File: src/axis_position_trust_tracker_macros.svh
// ----------------------------------------------------------------------------
// Position trust tracker assertion macros
// Concurrent assertion helpers; they compile to nothing in synthesis.
// ----------------------------------------------------------------------------
`ifndef AXIS_POSITION_TRUST_TRACKER_MACROS_SVH
`define AXIS_POSITION_TRUST_TRACKER_MACROS_SVH

`ifndef SYNTHESIS

// property holds in the same cycle
`define APT_ASSERT_NOW(label, clk, rst, ante, cons, msg) \
  label: assert property (@(posedge clk) disable iff (rst) (ante) |-> (cons)) \
    else $error(msg);

// property holds in the next cycle
`define APT_ASSERT_NEXT(label, clk, rst, ante, cons, msg) \
  label: assert property (@(posedge clk) disable iff (rst) (ante) |=> (cons)) \
    else $error(msg);

`else

`define APT_ASSERT_NOW(label, clk, rst, ante, cons, msg)
`define APT_ASSERT_NEXT(label, clk, rst, ante, cons, msg)

`endif

`endif

File: src/apt_pkg.sv
// ----------------------------------------------------------------------------
// apt_pkg
// Shared types and constants of the axis position trust tracker.
// ----------------------------------------------------------------------------
package apt_pkg;

  // register widths and reset values
  localparam int MAX_POS_BITS     = 18;
  localparam int PPM_BITS         = 16;
  localparam int CFG_DATA_BITS    = 18;
  localparam int CFG_INDEX_BITS   = 1;
  localparam int POSITION_BITS_DEF = 18;
  localparam logic [MAX_POS_BITS-1:0] MAX_POSITION_RESET = 18'd136000;
  localparam logic [PPM_BITS-1:0]     PPM_RESET          = 16'd800;

  // field widths
  localparam int OP_BITS     = 3;
  localparam int STEP_BITS   = 16;
  localparam int RESTORE_BITS = 32;
  localparam int REASON_BITS = 3;
  localparam int PULSE_BITS  = 18;
  localparam int MM_BITS     = 22;
  localparam int IN_DATA_BITS  = 56;
  localparam int OUT_DATA_BITS = 48;

  // register indexes
  localparam logic [CFG_INDEX_BITS-1:0] REG_MAX_POSITION  = 1'd0;
  localparam logic [CFG_INDEX_BITS-1:0] REG_PULSES_PER_MM = 1'd1;

  // event codes
  localparam logic [OP_BITS-1:0] OP_HOME     = 3'd0;
  localparam logic [OP_BITS-1:0] OP_RESTORE  = 3'd1;
  localparam logic [OP_BITS-1:0] OP_UNTRUST  = 3'd2;
  localparam logic [OP_BITS-1:0] OP_MOVE     = 3'd3;
  localparam logic [OP_BITS-1:0] OP_SAFETY   = 3'd4;

  // untrusted reason codes
  typedef enum logic [REASON_BITS-1:0] {
    RSN_NONE      = 3'd0,
    RSN_NOT_HOMED = 3'd1,
    RSN_RANGE     = 3'd2,
    RSN_MOTOR     = 3'd3,
    RSN_LIMIT     = 3'd4,
    RSN_STALL     = 3'd5
  } reason_t;

  // status flags handed from the state unit to the top level
  typedef struct packed {
    logic    trusted;
    reason_t reason;
    logic    error;
    logic    restore_ok;
  } apt_status_t;

endpackage

File: src/apt_state.sv
// ----------------------------------------------------------------------------
// apt_state
// Event decoder and trust state: position, trusted flag, reason, error latch.
// ----------------------------------------------------------------------------
module apt_state #(
  parameter int POSITION_BITS = apt_pkg::POSITION_BITS_DEF
) (
  input  logic                               clk,
  input  logic                               rst,
  input  logic                               accept,
  input  logic [apt_pkg::OP_BITS-1:0]        operation,
  input  logic                               move_down,
  input  logic [apt_pkg::STEP_BITS-1:0]      step_count,
  input  logic [apt_pkg::RESTORE_BITS-1:0]   restore_position,
  input  logic                               restore_trusted,
  input  logic [apt_pkg::REASON_BITS-1:0]    reason_in,
  input  logic                               motor_released,
  input  logic                               limit_mismatch,
  input  logic                               stall_active,
  input  logic [apt_pkg::MAX_POS_BITS-1:0]   max_position,
  output logic [POSITION_BITS-1:0]           position,
  output apt_pkg::apt_status_t               status
);
  import apt_pkg::*;

  localparam int LW = (POSITION_BITS > MAX_POS_BITS) ? POSITION_BITS : MAX_POS_BITS;
  localparam int NW = ((POSITION_BITS > STEP_BITS) ? POSITION_BITS : STEP_BITS) + 2;
  localparam logic [LW-1:0] POS_MASK = LW'((64'd1 << POSITION_BITS) - 64'd1);

  logic [POSITION_BITS-1:0] position_next;
  apt_status_t              status_next;
  logic [LW-1:0]            max_w;
  logic [LW-1:0]            lim;
  logic                     restore_out;
  logic [NW-1:0]            move_sum;
  logic                     move_out;
  reason_t                  req_reason;

  // range limit clipped to what the position register holds
  assign max_w = LW'(max_position);
  assign lim   = (max_w > POS_MASK) ? POS_MASK : max_w;

  // restore value out of range: negative or above the limit
  assign restore_out = restore_position[RESTORE_BITS-1] ||
                       (restore_position[RESTORE_BITS-2:0] > (RESTORE_BITS-1)'(lim));

  // move target and its range check
  assign move_sum = move_down ? (NW'(position) - NW'(step_count))
                              : (NW'(position) + NW'(step_count));
  assign move_out = move_sum[NW-1] || (move_sum > NW'(lim));

  // requested reason; none or unknown codes fall back to not homed
  always_comb begin
    if (reason_in == RSN_NONE || reason_in > RSN_STALL) begin
      req_reason = RSN_NOT_HOMED;
    end else begin
      req_reason = reason_t'(reason_in);
    end
  end

  // event decode
  always_comb begin
    position_next          = position;
    status_next            = status;
    status_next.restore_ok = 1'b0;
    unique case (operation)
      OP_HOME: begin
        position_next       = '0;
        status_next.trusted = 1'b1;
        status_next.reason  = RSN_NONE;
        status_next.error   = 1'b0;
      end
      OP_RESTORE: begin
        if (!restore_trusted) begin
          status_next.trusted = 1'b0;
          status_next.reason  = RSN_NOT_HOMED;
          status_next.error   = 1'b1;
        end else if (restore_out) begin
          position_next       = '0;
          status_next.trusted = 1'b0;
          status_next.reason  = RSN_RANGE;
          status_next.error   = 1'b1;
        end else begin
          position_next          = restore_position[POSITION_BITS-1:0];
          status_next.trusted    = 1'b1;
          status_next.reason     = RSN_NONE;
          status_next.error      = 1'b0;
          status_next.restore_ok = 1'b1;
        end
      end
      OP_UNTRUST: begin
        status_next.trusted = 1'b0;
        status_next.reason  = req_reason;
        status_next.error   = 1'b1;
      end
      OP_MOVE: begin
        if (status.trusted) begin
          if (move_out) begin
            status_next.trusted = 1'b0;
            status_next.reason  = RSN_RANGE;
            status_next.error   = 1'b1;
          end else begin
            position_next = move_sum[POSITION_BITS-1:0];
          end
        end
      end
      OP_SAFETY: begin
        // the last condition that holds sets the reason
        if (motor_released || limit_mismatch || stall_active) begin
          status_next.trusted = 1'b0;
          status_next.error   = 1'b1;
          if (stall_active) begin
            status_next.reason = RSN_STALL;
          end else if (limit_mismatch) begin
            status_next.reason = RSN_LIMIT;
          end else begin
            status_next.reason = RSN_MOTOR;
          end
        end
      end
      default: begin
        // unused codes only report status
      end
    endcase
  end

  // state registers
  always_ff @(posedge clk) begin
    if (rst) begin
      position           <= '0;
      status.trusted     <= 1'b0;
      status.reason      <= RSN_NOT_HOMED;
      status.error       <= 1'b0;
      status.restore_ok  <= 1'b0;
    end else if (accept) begin
      position <= position_next;
      status   <= status_next;
    end
  end

endmodule

File: src/apt_div.sv
// ----------------------------------------------------------------------------
// apt_div
// Bit-serial restoring divider, one quotient bit per cycle, result held
// until taken.
// ----------------------------------------------------------------------------
module apt_div (
  input  logic                          clk,
  input  logic                          rst,
  input  logic                          start,
  input  logic [apt_pkg::MM_BITS-1:0]   dividend,
  input  logic [apt_pkg::PPM_BITS-1:0]  divisor,
  input  logic                          take,
  output logic                          idle,
  output logic                          done,
  output logic [apt_pkg::MM_BITS-1:0]   quotient
);
  import apt_pkg::*;

  localparam int CNT_BITS = $clog2(MM_BITS);
  localparam logic [CNT_BITS-1:0] CNT_LAST = CNT_BITS'(MM_BITS - 1);

  typedef enum logic [1:0] {
    S_IDLE,
    S_RUN,
    S_HOLD
  } div_state_t;

  div_state_t           state;
  logic [PPM_BITS-1:0]  dvsr;
  logic [PPM_BITS-1:0]  rem;
  logic [MM_BITS-1:0]   shreg;
  logic [CNT_BITS-1:0]  cnt;
  logic                 zero_div;
  logic [PPM_BITS:0]    trial;
  logic [PPM_BITS:0]    trial_sub;
  logic                 fits;

  // one restoring step: bring in the next dividend bit, try to subtract
  assign trial     = {rem, shreg[MM_BITS-1]};
  assign trial_sub = trial - {1'b0, dvsr};
  assign fits      = (trial >= {1'b0, dvsr});

  assign idle     = (state == S_IDLE);
  assign done     = (state == S_HOLD);
  assign quotient = zero_div ? '0 : shreg;

  // sequencer and datapath
  always_ff @(posedge clk) begin
    if (rst) begin
      state <= S_IDLE;
    end else begin
      unique case (state)
        S_IDLE: begin
          if (start) begin
            state    <= S_RUN;
            shreg    <= dividend;
            dvsr     <= divisor;
            zero_div <= (divisor == '0);
            rem      <= '0;
            cnt      <= CNT_LAST;
          end
        end
        S_RUN: begin
          rem   <= fits ? trial_sub[PPM_BITS-1:0] : trial[PPM_BITS-1:0];
          shreg <= {shreg[MM_BITS-2:0], fits};
          cnt   <= cnt - 1'b1;
          if (cnt == '0) begin
            state <= S_HOLD;
          end
        end
        S_HOLD: begin
          if (take) begin
            state <= S_IDLE;
          end
        end
        default: begin
          state <= S_IDLE;
        end
      endcase
    end
  end

endmodule

File: src/axis_position_trust_tracker.sv
// ----------------------------------------------------------------------------
// axis_position_trust_tracker
// Stepper axis position tracker with trust flag, reason and error latch.
// ----------------------------------------------------------------------------
// Each input beat is one event (tuser selects it) and gives exactly one
// output beat with the updated position, the position in tenths of a mm,
// the trust flags and the auto-run permission. The state update is taken in
// the cycle of the input beat; the millimetre readout then comes from a
// bit-serial restoring divider that makes one quotient bit per cycle, and
// the next item is taken only once the divider is idle or hands off its
// result. A finished result waits in the divider until the output register
// is free, and the next item is accepted in the same cycle it moves there.
// max_position and pulses_per_mm must be written through cfg_we / cfg_index /
// cfg_data only while no item is in flight; the block does not enforce this.
// ----------------------------------------------------------------------------
module axis_position_trust_tracker #(
  parameter int POSITION_BITS = apt_pkg::POSITION_BITS_DEF
) (
  input  logic                                clk,
  input  logic                                rst,
  // configuration writes
  input  logic                                cfg_we,
  input  logic [apt_pkg::CFG_INDEX_BITS-1:0]  cfg_index,
  input  logic [apt_pkg::CFG_DATA_BITS-1:0]   cfg_data,
  // event input
  input  logic                                s_axis_tvalid,
  output logic                                s_axis_tready,
  // [0] move_down, [16:1] step_count, [48:17] restore_position,
  // [49] restore_trusted, [52:50] reason_in, [53] motor_released,
  // [54] limit_mismatch, [55] stall_active
  input  logic [apt_pkg::IN_DATA_BITS-1:0]    s_axis_tdata,
  // [2:0] operation
  input  logic [apt_pkg::OP_BITS-1:0]         s_axis_tuser,
  // status output
  output logic                                m_axis_tvalid,
  input  logic                                m_axis_tready,
  // [17:0] position_pulses, [39:18] position_mm_x10, [40] is_trusted,
  // [43:41] untrusted_reason, [44] auto_run_allowed, [45] untrusted_error,
  // [46] restore_accepted, [47] zero
  output logic [apt_pkg::OUT_DATA_BITS-1:0]   m_axis_tdata
);
  import apt_pkg::*;

  localparam int LW = (POSITION_BITS > MAX_POS_BITS) ? POSITION_BITS : MAX_POS_BITS;

  logic [MAX_POS_BITS-1:0]  max_position;
  logic [PPM_BITS-1:0]      pulses_per_mm;
  logic                     in_accept;
  logic                     start_pend;
  logic                     out_load;
  logic [POSITION_BITS-1:0] position;
  apt_status_t              status;
  logic [LW-1:0]            pos_w;
  logic [PULSE_BITS-1:0]    pos_pulses;
  logic [MM_BITS-1:0]       pos_x10;
  logic                     auto_run;
  logic                     div_idle;
  logic                     div_done;
  logic [MM_BITS-1:0]       mm_x10;

  // configuration registers
  always_ff @(posedge clk) begin
    if (rst) begin
      max_position  <= MAX_POSITION_RESET;
      pulses_per_mm <= PPM_RESET;
    end else if (cfg_we) begin
      unique case (cfg_index)
        REG_MAX_POSITION:  max_position  <= cfg_data[MAX_POS_BITS-1:0];
        REG_PULSES_PER_MM: pulses_per_mm <= cfg_data[PPM_BITS-1:0];
        default: ;
      endcase
    end
  end

  // input handshake: free when the divider is idle or hands off its result, not while a start is pending
  assign out_load      = div_done && (!m_axis_tvalid || m_axis_tready);
  assign s_axis_tready = !start_pend && (div_idle || out_load);
  assign in_accept     = s_axis_tvalid && s_axis_tready;

  // divider start in the cycle after the state update
  always_ff @(posedge clk) begin
    if (rst) begin
      start_pend <= 1'b0;
    end else begin
      start_pend <= in_accept;
    end
  end

  apt_state #(
    .POSITION_BITS (POSITION_BITS)
  ) u_state (
    .clk              (clk),
    .rst              (rst),
    .accept           (in_accept),
    .operation        (s_axis_tuser),
    .move_down        (s_axis_tdata[0]),
    .step_count       (s_axis_tdata[16:1]),
    .restore_position (s_axis_tdata[48:17]),
    .restore_trusted  (s_axis_tdata[49]),
    .reason_in        (s_axis_tdata[52:50]),
    .motor_released   (s_axis_tdata[53]),
    .limit_mismatch   (s_axis_tdata[54]),
    .stall_active     (s_axis_tdata[55]),
    .max_position     (max_position),
    .position         (position),
    .status           (status)
  );

  // position never exceeds the 18-bit limit, so the part-select is exact
  assign pos_w      = LW'(position);
  assign pos_pulses = pos_w[PULSE_BITS-1:0];
  assign pos_x10    = (MM_BITS'(pos_pulses) << 3) + (MM_BITS'(pos_pulses) << 1);
  assign auto_run   = status.trusted && (pos_w <= LW'(max_position));

  apt_div u_div (
    .clk      (clk),
    .rst      (rst),
    .start    (start_pend),
    .dividend (pos_x10),
    .divisor  (pulses_per_mm),
    .take     (out_load),
    .idle     (div_idle),
    .done     (div_done),
    .quotient (mm_x10)
  );

  // output register
  always_ff @(posedge clk) begin
    if (rst) begin
      m_axis_tvalid <= 1'b0;
    end else if (out_load) begin
      m_axis_tvalid <= 1'b1;
    end else if (m_axis_tready) begin
      m_axis_tvalid <= 1'b0;
    end
  end

  always_ff @(posedge clk) begin
    if (out_load) begin
      m_axis_tdata <= {1'b0, status.restore_ok, status.error, auto_run,
                       status.reason, status.trusted, mm_x10, pos_pulses};
    end
  end

`include "axis_position_trust_tracker_macros.svh"

  // one item in flight: no accept right after an accept
  `APT_ASSERT_NEXT(a_one_in_flight, clk, rst, in_accept, !s_axis_tready, "second beat taken while busy")
  // a trusted position has reason none and a clear error latch
  `APT_ASSERT_NOW(a_trust_consistent, clk, rst, m_axis_tvalid && m_axis_tdata[40], (m_axis_tdata[43:41] == RSN_NONE) && !m_axis_tdata[45], "trusted status inconsistent")
  // auto-run only when trusted
  `APT_ASSERT_NOW(a_auto_run_trusted, clk, rst, m_axis_tvalid && m_axis_tdata[44], m_axis_tdata[40], "auto-run without trust")

endmodule

File: config.mk
export PLATFORM = sky130hd
export DESIGN_NAME = axis_position_trust_tracker
export DESIGN_NICKNAME = d
export VERILOG_FILES = /design/src/apt_pkg.sv /design/src/apt_state.sv /design/src/apt_div.sv /design/src/axis_position_trust_tracker.sv
export VERILOG_INCLUDE_DIRS = /design/src /design/src/src
export SDC_FILE = /design/constraint.sdc
export NUM_CORES = 1
export LEC_CHECK = 0
export BUFFER_PORTS_ARGS = -buffer_cell sky130_fd_sc_hd__buf_2
export CAP_MARGIN = 0
export CELL_PAD_IN_SITES_DETAIL_PLACEMENT = 1
export CELL_PAD_IN_SITES_GLOBAL_PLACEMENT = 1
export CORE_ASPECT_RATIO = 1.4
export CORE_MARGIN = 2
export CORE_UTILIZATION = 30
export DETAILED_ROUTE_END_ITERATION = 8
export PLACE_DENSITY_LB_ADDON = 0.08
export SLEW_MARGIN = 40
export SYNTH_ARGS = -nofsm -noshare
export SYNTH_HDL_FRONTEND = slang
export SYNTH_SLANG_ARGS = --single-unit
File: constraint.sdc
create_clock -name clk -period 5.33 [get_ports clk]
set_input_delay 0.533 -clock clk [delete_from_list [all_inputs] [get_ports clk]]
set_output_delay 0.533 -clock clk [all_outputs]
set_load 0.02 [all_outputs]
# == Word-level counts from Yosys, hierarchy flattened ==
# Index checks and enable logic that the tools add are counted.
# totals
reg_bits,169
inputBits,83
out_inout_bits,50
elab_cells,106
# classes
n_addsub,5
order_cmp,6
n_eq_ne,14
mux,32
bitwise,2
reduce_logical,30
# op_table
op,count
18-bit 2-to-1 mux,5
18-bit case mux with 3 select lines,1
22-bit case mux with 2 select lines,1
16-bit 2-to-1 mux,2
16-bit case mux with 2 select lines,1
31-bit by 18-bit > comparator with 1-bit output,1
5-bit 2-to-1 mux,6
5-bit case mux with 5 select lines,1
21-bit by 19-bit adder with 22-bit output,1
22-bit 2-to-1 mux,1
20-bit by 18-bit > comparator with 1-bit output,1
20-bit 2-to-1 mux,1
18-bit by 16-bit adder with 19-bit output,1
18-bit by 16-bit subtractor with 19-bit output,1
"18-bit > comparator, second input constant",1
18-bit less-or-equal comparator,1
17-bit by 16-bit greater-or-equal comparator with 1-bit output,1
16-bit zero test,1
16-bit subtractor,1
3-bit AND reduction,4
5-bit case mux with 2 select lines,1
5-bit AND reduction,2
3-bit 2-to-1 mux,3
"2-bit by 1-bit != test with 1-bit output, second input constant",4
22 further kinds,46

# == Longest topological paths before layout ==
# logic_depth
ltp_word,7
depth_mapped,22

# == By module ==
# Synthesis repeated with hierarchy kept, for this count alone.
# unflattened
cells_unflattened,1270
hier_area_um2,11461.0
# by_module_without_submodules
module,instances,cells_each,area_per_inst_um2
axis_position_trust_tracker,1,392,4036.4
apt_state,1,517,3822.4
apt_div,1,361,3602.2

# == Worst setup path before layout ==
# Ideal clock, no wire load.
# synth_path
path_type,input -> register
from,in s_axis_tdata[5] in the netlist's numbering
to,reg u_state.position[10]
setup_time_ns,0.080
arrival_ns,4.579
required_ns,5.250
setup_slack_ns,0.671
stages,20
path_cell_list,inv_1 ha_1 a2111oi_1 nand2_1 o221ai_1 o221ai_1 a31o_2 a31oi_1 xnor2_1 ha_1 a21o_1 nand3_1 a21oi_1 or3_1 o21ai_1 nand4_2 a2111oi_4 buf_4 nor2_1 a211oi_2
# synth_via
elab_chain_len,6
# synth_rtl
item,line,text
"start, declared",axis_position_trust_tracker.sv:31,"input logic [apt_pkg::IN_DATA_BITS-1:0] s_axis_tdata,"
18-bit by 16-bit adder with 19-bit output or 18-bit by 16-bit subtractor with 19-bit output (tied branches),"apt_state.sv:49, apt_state.sv:48",
20-bit 2-to-1 mux (*),apt_state.sv:48,assign move_sum = move_down ? (NW'(position) - NW'(step_count))
20-bit by 18-bit > comparator with 1-bit output,apt_state.sv:50,assign move_out = move_sum[NW-1] || (move_sum > NW'(lim));
1-bit logical OR,apt_state.sv:50,
2-bit != test (no line),-,
5-bit AND reduction (no line),-,
"end signal, assigned",apt_state.sv:136,position <= position_next;
"end, declared",apt_state.sv:21,"output logic [POSITION_BITS-1:0] position,"
# Every way passes the cells marked *; elsewhere a longest branch is shown, timed or not. The select of a mux whose other input is x is not followed.
# A chain may end at the register's enable or synchronous reset.

# == Worst setup path in the final report ==
# layout_path
from,reg u_state.position[4]
to,reg u_state.position[17]
# layout_via
elab_chain_len,6
# layout_rtl
item,line
18-bit by 16-bit adder with 19-bit output or 18-bit by 16-bit subtractor with 19-bit output (tied branches),"apt_state.sv:49, apt_state.sv:48"
20-bit 2-to-1 mux (*),apt_state.sv:48
20-bit by 18-bit > comparator with 1-bit output,apt_state.sv:50
1-bit logical OR,apt_state.sv:50
2-bit != test (no line),-
5-bit AND reduction (no line),-
# Marks and branches as above.

==> run summary <==
The run gives 0 as the hold violation total from the final report. For this run the aggregate overflow at the end of global routing stands at 0. The via density per instance was 5.08. The average wire per cell in the routed design works out to 19.2 um. Number of buffers between clock root and the deepest sink: 2.

The synthesized design contains 107 enable-type register cells. The full die area came out at 0.0381 mm^2. The buffer cell driving the clock tree root was sky130_fd_sc_hd__clkbuf_16. Number of core rows: 82.

Routability-driven placement finished with a final weighted congestion of 0.877. Once detailed placement completed, the half-perimeter wirelength came to 28,000 um. 133 I/O pins were placed. For this configuration, the core starts out at a cell density of 30.5%.

The number of cells on the worst reg-to-reg path works out to 20. In this run the power density over the cells is 257 mW/mm^2. Across the run, the number of max-cap violations was 0. The critical path starts at u_state.position[4]$_SDFFE_PP0P_. The primary flip-flop cell chosen by synthesis mapping was sky130_fd_sc_hd__edfxtp_1.

The post-synthesis async set-or-reset flop share is 0%. The most frequently used cell type in the post-synthesis netlist is sky130_fd_sc_hd__nand2_1. Setup violations remaining at the end of the flow were counted as 0. The clock period minus final worst setup slack was 4.95 ns. The analysis attributes to cell leakage a power of 5.45 nW.

Cells fill 36.1% of the core in the end. Before antenna repair, the detailed router went through 4 iterations. The run gives 324 as the number of violations reported at the end of detailed-routing iteration 0. The clock arrives with 0.0112 ns of skew. The area of the core region was 0.0359 mm^2; the insertion delay to the later sink of the worst-skew pair was 0.44 ns.

At the worst endpoint, the arrival time is 5.26 ns. The maximum vdd drop was 0.238 mV. The min-delay analysis places its worst path in the category in -> reg. Synthesis instantiated 74 different standard cells from the library. By area the synthesized netlist is led by sky130_fd_sc_hd__edfxtp_1 29%, sky130_fd_sc_hd__ha_1 14%, sky130_fd_sc_hd__dfxtp_1 11%.

Entering global routing, the biggest net connects 51 pins. The first global-routing pass estimated 54,900 um of wire. The via count of the first global-routing pass was 9,731; the final worst-path setup slack was 0.375 ns. The overall power after layout came out at 3.33 mW. TritonCTS built the clock tree.

For flop-to-flop paths, the worst setup slack is 0.38 ns. Clock-pin slew was measured on the worst setup and hold paths at 0.07 ns. The maximum fanout along the worst path was 18; the max-slew headroom at the worst pin was 52.8%. The vias after detailed routing was 9,226; the number of port buffers was 131. Setup repair after global routing left no endpoint under its margin.

sky130_fd_sc_hd__edfxtp_1 takes more of the synthesized area than any other cell. Die height: 230 um. For this run, design rule violations remaining after detail routing come to 0. The number of nets in the synthesized netlist is 1,405.

For the final layout net count, the log shows 1,548. STA classifies the critical path endpoint as a flip-flop. Global routing used 18.8% of the available tracks across all layers.

For the pin with the worst max-slew slack, the measured transition is 0.709 ns. From left edge to right edge, the die measures 166 um. The most critical setup path has its endpoint at u_state.position[17]$_SDFFE_PP0P_. After synthesis the netlist holds a flip-flop and latch count of 169. The detail route stage leaves a number of antenna-violating nets equal to 0. The diode insertion count for antenna repair is 0. The type of the worst setup path is reg -> reg. The post-place setup slack was -0.151 ns; the count of clock tree sinks was 169. The worst path uses 93.0% of the clock period. The layout-stage area growth over the synthesis result was 18.1%; the count of warnings emitted by yosys was 0.

The number of clock buffers added by TritonCTS is 17. The tools report the number of slew-limit violations in the final report as 0. The commonest cells after synthesis are 124 x sky130_fd_sc_hd__nand2_1, 119 x sky130_fd_sc_hd__ha_1, 107 x sky130_fd_sc_hd__a21oi_1, 107 x sky130_fd_sc_hd__edfxtp_1, 105 x sky130_fd_sc_hd__inv_1. The fmax came out at 202 MHz. A synthesized cell averages 9.15 um^2. The H-tree was split into 4 levels. For the worst setup path, the data required time is 5.64 ns. Gate count after technology mapping: 1,199. The run finished with clean final reports. The number of antenna violations at the first check in global routing came out at 0. The capturing point of the worst reg2reg path is u_state.position[17]$_SDFFE_PP0P_. After detailed routing, the total wire length is 35,000 um. The element type at the critical path start was a flip-flop. The worst register-to-register path begins at u_state.position[4]$_SDFFE_PP0P_. The fraction of final layout cells sized beyond drive strength 1 was 17.0%; the share of Yosys cell area claimed by the top area cell type was 29.3%. The logs give 0.0110 mm^2 for the post-synthesis cell area and 40.6% for the sequential-to-total area share from yosys stat.
layout by cell type, fill, tap and decap left out, types with 9 or more instances in the layout:
cell type	count
sky130_fd_sc_hd__nand3_1	22
sky130_fd_sc_hd__inv_1	104
sky130_fd_sc_hd__nor2b_1	42
sky130_fd_sc_hd__nor3_1	23
sky130_fd_sc_hd__a211oi_2	9
sky130_fd_sc_hd__nor2_1	103
sky130_fd_sc_hd__nor4_1	12
sky130_fd_sc_hd__nand2b_1	17
sky130_fd_sc_hd__a211oi_1	13
sky130_fd_sc_hd__ha_1	119
sky130_fd_sc_hd__a22oi_1	15
sky130_fd_sc_hd__a21o_1	23
sky130_fd_sc_hd__o21ai_0	53
sky130_fd_sc_hd__nand4_1	17
sky130_fd_sc_hd__clkbuf_16	19
sky130_fd_sc_hd__edfxtp_1	107
sky130_fd_sc_hd__dfxtp_1	61
sky130_fd_sc_hd__a21oi_1	106
sky130_fd_sc_hd__mux2i_1	9
sky130_fd_sc_hd__buf_2	132
sky130_fd_sc_hd__xnor2_1	26
sky130_fd_sc_hd__nand2_1	124
sky130_fd_sc_hd__buf_4	34
sky130_fd_sc_hd__xor2_1	14
worst max-delay path: stages, from the launching register on:
cell	delay [ns]
sky130_fd_sc_hd__dfxtp_1	0.33
sky130_fd_sc_hd__buf_4	0.18
sky130_fd_sc_hd__ha_1	0.22
sky130_fd_sc_hd__or4_1	0.53
sky130_fd_sc_hd__nor2_1	0.24
sky130_fd_sc_hd__o32ai_1	0.14
sky130_fd_sc_hd__buf_4	0.17
sky130_fd_sc_hd__o31a_1	0.26
sky130_fd_sc_hd__o22ai_1	0.20
sky130_fd_sc_hd__xnor2_1	0.18
sky130_fd_sc_hd__ha_1	0.30
sky130_fd_sc_hd__a211oi_1	0.21
sky130_fd_sc_hd__a21oi_1	0.09
sky130_fd_sc_hd__or3_1	0.34
sky130_fd_sc_hd__o21ai_1	0.24
sky130_fd_sc_hd__nand4_2	0.21
sky130_fd_sc_hd__a2111oi_4	0.32
sky130_fd_sc_hd__buf_4	0.21
sky130_fd_sc_hd__buf_12	0.16
sky130_fd_sc_hd__a21boi_0	0.19
sky130_fd_sc_hd__o22ai_1	0.10
kinds of logic after synthesis:
| logic type | Yosys count | share of synthesized area [%] |
|---|---|---|
| simple gates | 397 | 17.2 |
| compound gates | 310 | 18.4 |
| flops | 169 | 40.6 |
| buf+inv | 149 | 5.25 |
| fa+ha+maj | 123 | 14.3 |
| xor+xnor | 40 | 3.19 |
| mux | 10 | 0.924 |
| other cells | 1 | 0.0342 |
metrics by stage:
stage	instance area (um^2)	hold WS [ns]	setup TNS [ns]	std cells
CTS	12900	0.330	0	1815
global placement	12300	0.419	-0.0116	1782
floorplan	11000	0.408	0	1199
global route	13000	0.349	0	1817
detailed placement	12300	0.420	-0.950	1783
finish	13000	0.348	0	1817
power breakdown:
group	total, mW	switching [mW]	internal, mW
clock	1.22	0.547	0.672
sequential	1.48	0.0346	1.44
combinational	0.635	0.386	0.249
sequential cells by signal, indices dropped and copies added, names as in the netlist:
signal,cells
m_axis_tvalid,1
u_div.cnt,5
u_state.status,6
u_div.state,2
max_position,18
u_div.dvsr,16
u_div.zero_div,1
u_state.position,18
start_pend,1
pulses_per_mm,16
m_axis_tdata,47
u_div.rem,16
u_div.shreg,22
layer usage:
| metal | up-vias | share of wire, % | GRT usage [%] |
|---|---|---|---|
| met5 | - | 0 | 0 |
| met4 | 0 | 2.3 | 5.74 |
| met3 | 37 | 2.4 | 1.95 |
| met2 | 133 | 53 | 35.0 |
| met1 | 4484 | 42 | 22.4 |
| li1 | 4572 | - | - |
how the worst min path moves through the flow:
stage                                    from                             to  slack, ns  cells past startpoint
2_1_floorplan  u_state.status[2]$_SDFFE_PP1P_     m_axis_tdata[41]$_DFFE_PP_       0.41                      0
6_report                         cfg_data[16]  max_position[16]$_SDFFE_PP0P_       0.35                      3
5_1_grt                          cfg_data[16]  max_position[16]$_SDFFE_PP0P_       0.35                      3
4_1_cts                          cfg_data[16]  max_position[16]$_SDFFE_PP0P_       0.33                      3
3_3_place_gp   u_state.status[0]$_SDFFE_PP0P_     m_axis_tdata[46]$_DFFE_PP_       0.42                      0
3_5_place_dp   u_state.status[1]$_SDFFE_PP0P_     m_axis_tdata[45]$_DFFE_PP_       0.42                      0
layout make-up:
type                            count  area, um^2
Fill cell                        4252       23000
Multi-Input combinational cell    881        6010
Sequential cell                   169        4460
Timing Repair Buffer              168         961
Tap cell                          462         578
Clock buffer                       22         465
Inverter                          105         394
Clock inverter                     10        92.6
what timing repair did:
| action | CTS | global route |
|---|---|---|
| setup endpoints to repair | 0 | 18 |
| buffers inserted | 0 | 1 |
| hold buffers | 0 | 0 |
| resized for setup | 0 | 9 |
Power figures use the tool's default switching activity.
